==> src/rtl/prime_sieve_lister_core_assert.svh <==
// ----------------------------------------------------------------------------
// Assertion macros for the prime sieve lister
// Concurrent checks on clk, disabled while rst_n is low; empty when SYNTH is set.
// ----------------------------------------------------------------------------
`ifndef PRIME_SIEVE_LISTER_CORE_ASSERT_SVH
`define PRIME_SIEVE_LISTER_CORE_ASSERT_SVH
`ifndef SYNTH
`define PSL_ASSERT(lbl, prop, msg) \
  lbl: assert property (@(posedge clk) disable iff (!rst_n) (prop)) else $error(msg);
`define PSL_ASSERT_NEXT(lbl, ante, cons, msg) \
  lbl: assert property (@(posedge clk) disable iff (!rst_n) (ante) |=> (cons)) else $error(msg);
`else
`define PSL_ASSERT(lbl, prop, msg)
`define PSL_ASSERT_NEXT(lbl, ante, cons, msg)
`endif
`endif

==> src/rtl/psl_pkg.sv <==
// ----------------------------------------------------------------------------
// psl_pkg
// Shared constants and controller/datapath interface types of the sieve lister.
// ----------------------------------------------------------------------------
`timescale 1ns / 1ps

package psl_pkg;

  localparam int MAX_LIMIT_DEF = 1023;

  localparam int LIMIT_W = 10;
  localparam int VALUE_W = 10;
  localparam int COUNT_W = 8;
  localparam int EMIT_W  = 6;

  localparam logic [COUNT_W-1:0] COUNT_MAX = 8'd255;
  localparam logic [EMIT_W-1:0]  EMIT_RESET = 6'd63;

  localparam int CFG_ADDR_W = 2;
  localparam int CFG_DATA_W = 32;
  localparam logic [CFG_ADDR_W-1:0] REG_MAX_EMITTED = 2'd0;

  typedef struct packed {
    logic accept;
    logic init_wr;
    logic rd;
    logic count;
    logic emit;
    logic strike_start;
    logic strike_wr;
    logic p_step;
    logic summary;
  } psl_cmd_t;

  typedef struct packed {
    logic lim_small;
    logic idx_done;
    logic mark;
    logic sq_le;
    logic strike_done;
    logic p_last;
    logic need_emit;
    logic slot_free;
  } psl_sts_t;

endpackage

==> src/rtl/psl_ram.sv <==
// ----------------------------------------------------------------------------
// psl_ram
// Generic single-write, single-read RAM with registered read data.
// ----------------------------------------------------------------------------
`timescale 1ns / 1ps

module psl_ram #(
  parameter int WIDTH = 1,
  parameter int DEPTH = 1024,
  localparam int AW = (DEPTH > 1) ? $clog2(DEPTH) : 1
) (
  input  logic             clk,
  input  logic             we,
  input  logic [AW-1:0]    waddr,
  input  logic [WIDTH-1:0] wdata,
  input  logic             re,
  input  logic [AW-1:0]    raddr,
  output logic [WIDTH-1:0] rdata
);

  logic [WIDTH-1:0] mem [DEPTH];
  logic [WIDTH-1:0] rdata_r;

  always_ff @(posedge clk) begin
    if (we) begin
      mem[waddr] <= wdata;
    end
    if (re) begin
      rdata_r <= mem[raddr];
    end
  end

  assign rdata = rdata_r;

endmodule

==> src/rtl/psl_datapath.sv <==
// ----------------------------------------------------------------------------
// psl_datapath
// Sieve indices, mark store, prime counters and the result register.
// ----------------------------------------------------------------------------
`timescale 1ns / 1ps

module psl_datapath
  import psl_pkg::*;
#(
  parameter int MAX_LIMIT = MAX_LIMIT_DEF
) (
  input  logic               clk,
  input  logic               rst_n,
  input  psl_cmd_t           cmd,
  output psl_sts_t           sts,
  input  logic [EMIT_W-1:0]  max_emitted,
  input  logic [LIMIT_W-1:0] in_limit,
  input  logic               out_stall,
  output logic               out_valid,
  output logic [VALUE_W-1:0] out_prime_value,
  output logic               out_is_prime_item,
  output logic [COUNT_W-1:0] out_prime_count,
  output logic               out_last
);

  localparam int IW = $clog2(MAX_LIMIT + 1);
  localparam int LW = (IW > LIMIT_W) ? IW : LIMIT_W;
  localparam int PW = (IW > VALUE_W) ? IW : VALUE_W;

  logic [IW-1:0]      lim_r, lim_nxt;
  logic [IW-1:0]      i_r, i_nxt;
  logic [IW-1:0]      p_r, p_nxt;
  logic [IW:0]        m_r, m_nxt;
  logic [2*IW-1:0]    sq_r;
  logic [COUNT_W-1:0] found_r, found_nxt, found_inc;
  logic [EMIT_W-1:0]  emitted_r, emitted_nxt;
  logic [LW-1:0]      lim_wide, lim_sat;
  logic [IW:0]        m_sum;
  logic [PW-1:0]      p_wide;

  logic               out_valid_r;
  logic [VALUE_W-1:0] out_value_r;
  logic               out_item_r;
  logic [COUNT_W-1:0] out_count_r;
  logic               out_last_r;

  logic               ram_we;
  logic [IW-1:0]      ram_waddr;
  logic               ram_wdata;
  logic               ram_rdata;

  assign lim_wide  = LW'(in_limit);
  assign lim_sat   = (lim_wide > LW'(MAX_LIMIT)) ? LW'(MAX_LIMIT) : lim_wide;
  assign m_sum     = m_r + (IW + 1)'(p_r);
  assign found_inc = (found_r == COUNT_MAX) ? found_r : found_r + COUNT_W'(1);
  assign p_wide    = PW'(p_r);

  always_comb begin
    lim_nxt     = lim_r;
    i_nxt       = i_r;
    p_nxt       = p_r;
    m_nxt       = m_r;
    found_nxt   = found_r;
    emitted_nxt = emitted_r;
    if (cmd.accept) begin
      lim_nxt     = lim_sat[IW-1:0];
      i_nxt       = '0;
      found_nxt   = '0;
      emitted_nxt = '0;
    end
    if (cmd.init_wr) begin
      if (i_r == lim_r) begin
        p_nxt = IW'(2);
      end else begin
        i_nxt = i_r + IW'(1);
      end
    end
    if (cmd.count) begin
      found_nxt = found_inc;
    end
    if (cmd.emit) begin
      emitted_nxt = emitted_r + EMIT_W'(1);
    end
    if (cmd.strike_start) begin
      m_nxt = sq_r[IW:0];
    end
    if (cmd.strike_wr) begin
      m_nxt = m_sum;
    end
    if (cmd.p_step) begin
      p_nxt = p_r + IW'(1);
    end
  end

  always_ff @(posedge clk) begin
    if (!rst_n) begin
      found_r   <= '0;
      emitted_r <= '0;
      lim_r     <= '0;
      i_r       <= '0;
      p_r       <= '0;
      m_r       <= '0;
    end else begin
      found_r   <= found_nxt;
      emitted_r <= emitted_nxt;
      lim_r     <= lim_nxt;
      i_r       <= i_nxt;
      p_r       <= p_nxt;
      m_r       <= m_nxt;
    end
  end

  always_ff @(posedge clk) begin
    if (cmd.rd) begin
      sq_r <= p_r * p_r;
    end
  end

  assign ram_we    = cmd.init_wr | cmd.strike_wr;
  assign ram_waddr = cmd.strike_wr ? m_r[IW-1:0] : i_r;
  assign ram_wdata = cmd.init_wr & (i_r >= IW'(2));

  psl_ram #(
    .WIDTH (1),
    .DEPTH (MAX_LIMIT + 1)
  ) u_mark_store (
    .clk   (clk),
    .we    (ram_we),
    .waddr (ram_waddr),
    .wdata (ram_wdata),
    .re    (cmd.rd),
    .raddr (p_r),
    .rdata (ram_rdata)
  );

  always_ff @(posedge clk) begin
    if (!rst_n) begin
      out_valid_r <= 1'b0;
    end else if (cmd.emit || cmd.summary) begin
      out_valid_r <= 1'b1;
    end else if (!out_stall) begin
      out_valid_r <= 1'b0;
    end
  end

  always_ff @(posedge clk) begin
    if (cmd.emit) begin
      out_value_r <= p_wide[VALUE_W-1:0];
      out_item_r  <= 1'b1;
      out_count_r <= found_inc;
      out_last_r  <= 1'b0;
    end else if (cmd.summary) begin
      out_value_r <= '0;
      out_item_r  <= 1'b0;
      out_count_r <= found_r;
      out_last_r  <= 1'b1;
    end
  end

  assign out_valid         = out_valid_r;
  assign out_prime_value   = out_value_r;
  assign out_is_prime_item = out_item_r;
  assign out_prime_count   = out_count_r;
  assign out_last          = out_last_r;

  assign sts.lim_small   = lim_sat < LW'(2);
  assign sts.idx_done    = i_r == lim_r;
  assign sts.mark        = ram_rdata;
  assign sts.sq_le       = sq_r <= (2 * IW)'(lim_r);
  assign sts.strike_done = m_sum > (IW + 1)'(lim_r);
  assign sts.p_last      = p_r == lim_r;
  assign sts.need_emit   = emitted_r < max_emitted;
  assign sts.slot_free   = !out_valid_r || !out_stall;

`include "prime_sieve_lister_core_assert.svh"

  `PSL_ASSERT(a_emit_budget, cmd.emit |-> (emitted_r < max_emitted), "prime beat over budget")
  `PSL_ASSERT(a_slot_free, (cmd.emit || cmd.summary) |-> sts.slot_free, "result overwritten")
  `PSL_ASSERT(a_strike_range, cmd.strike_wr |-> (m_r <= (IW + 1)'(lim_r)), "strike past limit")
  `PSL_ASSERT_NEXT(a_summary_last, cmd.summary, out_valid_r && out_last_r && !out_item_r, "bad summary")

endmodule

==> src/rtl/psl_ctrl.sv <==
// ----------------------------------------------------------------------------
// psl_ctrl
// Sequencer for fill, walk, strike and summary phases of one sieve run.
// ----------------------------------------------------------------------------
`timescale 1ns / 1ps

module psl_ctrl
  import psl_pkg::*;
(
  input  logic     clk,
  input  logic     rst_n,
  input  logic     in_valid,
  output logic     in_stall,
  input  psl_sts_t sts,
  output psl_cmd_t cmd
);

  localparam logic [2:0] S_IDLE    = 3'd0;
  localparam logic [2:0] S_INIT    = 3'd1;
  localparam logic [2:0] S_READ    = 3'd2;
  localparam logic [2:0] S_CHECK   = 3'd3;
  localparam logic [2:0] S_STRIKE  = 3'd4;
  localparam logic [2:0] S_SUMMARY = 3'd5;

  logic [2:0] state_r, state_nxt;

  always_comb begin
    state_nxt = state_r;
    cmd       = '0;
    case (state_r)
      S_IDLE: begin
        if (in_valid) begin
          cmd.accept = 1'b1;
          state_nxt  = sts.lim_small ? S_SUMMARY : S_INIT;
        end
      end
      S_INIT: begin
        cmd.init_wr = 1'b1;
        if (sts.idx_done) begin
          state_nxt = S_READ;
        end
      end
      S_READ: begin
        cmd.rd    = 1'b1;
        state_nxt = S_CHECK;
      end
      S_CHECK: begin
        if (!sts.mark) begin
          if (sts.p_last) begin
            state_nxt = S_SUMMARY;
          end else begin
            cmd.p_step = 1'b1;
            state_nxt  = S_READ;
          end
        end else if (!sts.need_emit || sts.slot_free) begin
          cmd.count = 1'b1;
          cmd.emit  = sts.need_emit;
          if (sts.sq_le) begin
            cmd.strike_start = 1'b1;
            state_nxt        = S_STRIKE;
          end else if (sts.p_last) begin
            state_nxt = S_SUMMARY;
          end else begin
            cmd.p_step = 1'b1;
            state_nxt  = S_READ;
          end
        end
      end
      S_STRIKE: begin
        cmd.strike_wr = 1'b1;
        if (sts.strike_done) begin
          if (sts.p_last) begin
            state_nxt = S_SUMMARY;
          end else begin
            cmd.p_step = 1'b1;
            state_nxt  = S_READ;
          end
        end
      end
      S_SUMMARY: begin
        if (sts.slot_free) begin
          cmd.summary = 1'b1;
          state_nxt   = S_IDLE;
        end
      end
      default: begin
        state_nxt = S_IDLE;
      end
    endcase
  end

  always_ff @(posedge clk) begin
    if (!rst_n) begin
      state_r <= S_IDLE;
    end else begin
      state_r <= state_nxt;
    end
  end

  assign in_stall = state_r != S_IDLE;

endmodule

==> src/rtl/prime_sieve_lister_core.sv <==
// ----------------------------------------------------------------------------
// prime_sieve_lister_core
// Sieve of Eratosthenes over 0..limit, listing primes then a summary beat.
//
//   channel  direction  handshake           payload
//   in       input      in_valid/in_stall   in_limit
//   out      output     out_valid/out_stall out_prime_value, out_is_prime_item,
//                                           out_prime_count, out_last
//   cfg      input      APB psel/penable    max_emitted at byte address 0
//
// A run fills the mark store over 0..L, then walks each candidate 2..L (mark
// store read, then check) and strikes each multiple of a prime from its square,
// L being the saturated limit; the mark store has one write and one read port.
// A limit below two goes straight to summary. One item is in work at a time.
// Reset is synchronous; the mark store needs no clearing, every run fills it.
// Out stall holds the run only when a new result finds the result register full.
// ----------------------------------------------------------------------------
`timescale 1ns / 1ps

module prime_sieve_lister_core
  import psl_pkg::*;
#(
  parameter int MAX_LIMIT = MAX_LIMIT_DEF
) (
  input  logic                  clk,
  input  logic                  rst_n,
  input  logic                  in_valid,
  output logic                  in_stall,
  input  logic [LIMIT_W-1:0]    in_limit,
  output logic                  out_valid,
  input  logic                  out_stall,
  output logic [VALUE_W-1:0]    out_prime_value,
  output logic                  out_is_prime_item,
  output logic [COUNT_W-1:0]    out_prime_count,
  output logic                  out_last,
  input  logic                  psel,
  input  logic                  penable,
  input  logic                  pwrite,
  input  logic [CFG_ADDR_W-1:0] paddr,
  input  logic [CFG_DATA_W-1:0] pwdata,
  output logic [CFG_DATA_W-1:0] prdata,
  output logic                  pready
);

  psl_cmd_t          cmd;
  psl_sts_t          sts;
  logic [EMIT_W-1:0] max_emitted_r;

  assign pready = 1'b1;

  always_ff @(posedge clk) begin
    if (!rst_n) begin
      max_emitted_r <= EMIT_RESET;
    end else if (psel && penable && pwrite && pready && paddr == REG_MAX_EMITTED) begin
      max_emitted_r <= pwdata[EMIT_W-1:0];
    end
  end

  assign prdata = (paddr == REG_MAX_EMITTED) ? CFG_DATA_W'(max_emitted_r) : '0;

  psl_ctrl u_ctrl (
    .clk      (clk),
    .rst_n    (rst_n),
    .in_valid (in_valid),
    .in_stall (in_stall),
    .sts      (sts),
    .cmd      (cmd)
  );

  psl_datapath #(
    .MAX_LIMIT (MAX_LIMIT)
  ) u_datapath (
    .clk               (clk),
    .rst_n             (rst_n),
    .cmd               (cmd),
    .sts               (sts),
    .max_emitted       (max_emitted_r),
    .in_limit          (in_limit),
    .out_stall         (out_stall),
    .out_valid         (out_valid),
    .out_prime_value   (out_prime_value),
    .out_is_prime_item (out_is_prime_item),
    .out_prime_count   (out_prime_count),
    .out_last          (out_last)
  );

endmodule
==> config.mk <==
export PLATFORM = sky130hd
export DESIGN_NAME = prime_sieve_lister_core
export DESIGN_NICKNAME = d
export VERILOG_FILES = /design/src/rtl/psl_pkg.sv /design/src/rtl/psl_ram.sv /design/src/rtl/psl_datapath.sv /design/src/rtl/psl_ctrl.sv /design/src/rtl/prime_sieve_lister_core.sv
export VERILOG_INCLUDE_DIRS = /design/src /design/src/rtl
export SDC_FILE = /design/constraint.sdc
export NUM_CORES = 2
export LEC_CHECK = 0
export BUFFER_PORTS_ARGS = -buffer_cell sky130_fd_sc_hd__buf_2
export CORE_MARGIN = 2
export CORE_UTILIZATION = 42
export CTS_CLUSTER_SIZE = 14
export DETAILED_ROUTE_END_ITERATION = 8
export HOLD_SLACK_MARGIN = 0.02
export PLACE_DENSITY = 0.57
export SKIP_CTS_REPAIR_TIMING = 1
export SLEW_MARGIN = 25
export SYNTH_ARGS = -nofsm -noshare
export SYNTH_HDL_FRONTEND = slang
export SYNTH_SLANG_ARGS = --single-unit
==> constraint.sdc <==
create_clock -name clk -period 49.5 [get_ports clk]
set_clock_uncertainty 0.05 [all_clocks]
set_input_delay 0 -clock clk [delete_from_list [all_inputs] [get_ports clk]]
set_output_delay 0 -clock clk [all_outputs]
set_load 0.02 [all_outputs]
==> implementation parameters <==
Parameter                              Value

Finish
  Design area    58800 µm²
  Layout overhead on the synthesized area    10.6%
  Share of cells above drive strength 1    roughly 16%
  Net count, final    around 4200
  Non-filler instance count after layout    roughly 5700
  Finished Core Util    around 47%

CTS
  CTS HTree Levels    3
  TritonCTS clock tree    done
  Library cell used as clock root buffer    clkbuf_16
  Clock slew at the register clock pins of the worst setup and hold paths    around 0.07 ns
  Clock latency on the worst-skew pair    roughly 0.74 ns
  TritonCTS sink count    roughly 1100
  Number of buffers added by the clock tree synthesis step    around 120
  Maximum clock insertion buffer count    3

Yosys
  Number of enable flip-flop cells after synthesis    about 1100
  Yosys warning total    0
  Commonest register cell after synthesis    edfxtp_1
  Post-synthesis share of cell area spent on and, or, nand and nor gates    11.9%
  Most common cell in the synthesized netlist    nor2_1
  FF+latch count, synth    roughly 1100
  Largest family of logic cells by synthesized area    multiplexers
  Multiplexer share of the synthesized area    between 10% and 20%
  Synth cell count leaders    nor2_1, edfxtp_1, mux4_2
  Post-synthesis instance area    53200 µm²
  Share of the synthesized area in compound gates (AO/OA/AOI/OAI)    between 4 and 5%
  Proportion of synthesized flip-flops having asynchronous set or reset    0%
  Count of different cell masters after synthesis    82
  Avg Inst Size Synth    13.3 µm²
  Share of the yosys chip area belonging to registers    a little over three fifths
  Area share of the largest cell type after synthesis    between 50 and 60%
  Adder-Cell Fraction of Synth Area    between 3 and 4%
  Largest cells by area after synthesis    edfxtp_1, mux4_2, nor2_1
  Xor and xnor area share after synthesis    less than 1%
  Top cell type by total area after synthesis    edfxtp_1
  Gate Count Post-Synth    4000

Floorplan
  Die footprint    129000 µm²
  Cell row count    130
  Horizontal extent of the die    360 µm
  Die height    around 360 µm
  Placeable core region    around 130000 µm²
  Starting Density    42.4%
  Number of top-level pins    approximately 110

Place
  Area of placed instances    54600 µm²
  Number of buffer cells added on primary ports    52
  Detailed Place HPWL    80700 µm
  Inst Count DP    approximately 5500
  Placer congestion estimate    around 0.8
  Worst-case setup slack after placement    42.86 ns

Power and ir drop
  Pwr dens    around 38 nW/µm²
  Worst supply voltage drop on vdd    around 0.033 mV
  Design Power    approximately 2.2 mW
  Standby leakage power    18.9 nW

Critical path
  Endpoint required time on the critical path    49.93 ns
  Logic depth of the worst setup path including buffers    18
  Cell with the largest stage delay on the worst path    clkinv_2
  WP buf/inv    3
  Worst r2r dst    u_datapath.sq_r[19]$_DFFE_PP_
  Critical Path Sink Type    register
  Startpoint of the lowest-slack register-to-register path    u_datapath.p_r[3]$_SDFFE_PN0P_
  Critical setup path kind    register to register
  Max FO, Critical Path    19
  Start point of the critical path    u_datapath.p_r[3]$_SDFFE_PN0P_
  Logic depth of the worst register-to-register path    18
  Kind of cell adding the most delay to the critical path    adder cells
  Startpoint types    register
  Setup slack on the worst flop-to-flop path    roughly 43 ns
  Cell breakdown of the critical path    clkinv_2 -> nor2_1 -> inv_1 -> fa_1 -> inv_1 -> fa_1 -> fa_1 -> fa_1 -> fa_1 -> ha_1 -> a21o_1 -> a21o_1 -> a21oi_1 -> o21ai_0 -> a2111oi_1 -> o31ai_1 -> a21oi_1 -> xnor2_1
  Arrival time worst endpoint    between 7 and 8 ns
  CP dominant cell by count    fa_1
  Delay of the slowest critical-path stage    ~0.73 ns
  CP endpoint    u_datapath.sq_r[19]$_DFFE_PP_

Drt
  Count of vias placed by the detailed router    ~33000
  Routed wire per std cell    25.8 µm
  Average vias per placed instance    5.73
  Number of nets with antenna violations after routing    0
  Wirelength, routed    148000 µm
  Drt first-iter violations    a little under 4000
  Total iterations of the first detailed-routing run    6
  Total DRC errors in the routed layout    0

STA
  Fmax    151 MHz
  Post-route fraction of the period consumed by the critical path    13.4%
  Setup slack after layout    around 43 ns
  Number of max-slew violations in the final report    0
  Slew at the pin closest to its max-slew limit    slightly above 1 ns
  Final Critical Period    ~6.6 ns
  Number of failing setup endpoints in the final timing report    0
  Slew margin rel.    between 30 and 40%
  RSZ-0062 raised after global routing    no
  Worst slack on hold paths    0.280 ns
  Setup tns final    0 ns
  Total count of hold-check failures in the final report    0

Global routing
  Busiest layer in global routing    met2
  Met1 Usage GRT    between 30 and 40%
  Number of antenna violations at the first check in global routing    7
  Routing usage on met2    approximately 38%
  First-pass GRT wire length    215000 µm
  Via count of the first global-routing pass    approximately 32000
  GRT overflow    0
  Gr usage total    approximately 22%
  Met3 Use GR    2.73%
  Pin count of the biggest net entering global routing    141

Status
  Status    completed

Job
  Maximum capacitance violations    0

Min path
  Worst hold-check path type    input pin to output pin
## metal layers
| layer | wire [µm] | share of wire [%] | vias up |
|---|---|---|---|
| met1 | 62100 | 42 | 17000 |
| met3 | 10300 | 7.0 | 186 |
| li1 | - | - | 14400 |
| met4 | 3250 | 2.2 | 0 |
| met2 | 72200 | 49 | 1149 |
| met5 | 0 | 0 | - |
## registers in the layout (all words and copies together) (netlist names), 3 cells and up
| name | cells |
|---|---|
| max_emitted_r | 6 |
| u_datapath.lim_r | 10 |
| u_datapath.p_r | 10 |
| u_datapath.emitted_r | 6 |
| u_datapath.out_prime_value | 10 |
| u_datapath.found_r | 8 |
| u_ctrl.state_r | 3 |
| u_datapath.i_r | 10 |
| u_datapath.m_r | 11 |
| u_datapath.sq_r | 19 |
| u_datapath.out_prime_count | 8 |
| u_datapath.u_mark_store.mem | 1024 |
## power by group
part	internal, mW	switching, mW
Sequential	1.05	0.0174
Clock	0.473	0.374
Combinational	0.130	0.196
Total	1.65	0.588
## tightest hold or removal path, delay by kind of cell
family	cells	cell delay, ns
buffers and inverters	2	0.28
AND/OR/NAND/NOR	1	0.05
## kinds of logic after synthesis
group           Yosys count
simple gates           1550
flops                  1129
buf+inv                 440
mux                     348
compound gates          338
fa+ha+maj               137
xor+xnor                 56
other cells               2
## final cells by class
class | count | area, µm²
Timing Repair Buffer | 186 | 1420
Fill cell | 11200 | 66800
Sequential cell | 1129 | 33200
Tap cell | 1650 | 2060
Antenna cell | 1 | 2.50
Multi-Input combinational cell | 2456 | 18100
Clock inverter | 64 | 549
Inverter | 89 | 335
Clock buffer | 146 | 3060
## how the worst min path moves through the flow
stage / end / slack (ns) / cells after the start / startpoint
2_1_floorplan: prdata[1] / 0.03 / 1 / paddr[0]
3_3_place_gp: max_emitted_r[3]$_SDFFE_PN1P_ / 0.17 / 3 / pwdata[3]
3_5_place_dp: max_emitted_r[3]$_SDFFE_PN1P_ / 0.17 / 3 / pwdata[3]
4_1_cts: max_emitted_r[3]$_SDFFE_PN1P_ / -0.59 / 3 / pwdata[3]
5_1_grt: prdata[3] / 0.32 / 3 / paddr[0]
6_report: prdata[3] / 0.28 / 3 / paddr[0]
## cells in the final DEF, fill, tap and decap left out, types with 13 or more instances in the layout
master,instances
fa_1,48
nand4_1,16
o21ai_0,42
clkbuf_16,118
nand2_1,158
mux2i_1,98
inv_1,84
nor3_1,30
o22ai_1,21
a21o_1,16
nor2_1,1110
dfxtp_1,60
a21boi_0,25
xor2_1,22
a31oi_1,16
clkinv_1,28
nand3_1,28
and3_1,13
a22oi_1,32
nand2b_1,13
nand2_2,55
nor2b_1,23
clkinv_2,23
o221ai_1,24
ha_1,89
a21oi_1,70
xnor2_1,34
or3_1,13
buf_2,52
and2_1,42
dlygate4sd3_1,57
clkbuf_1,28
mux4_2,247
edfxtp_1,1062
buf_4,73
conb_1,27
(Power assumes the default switching activity.)
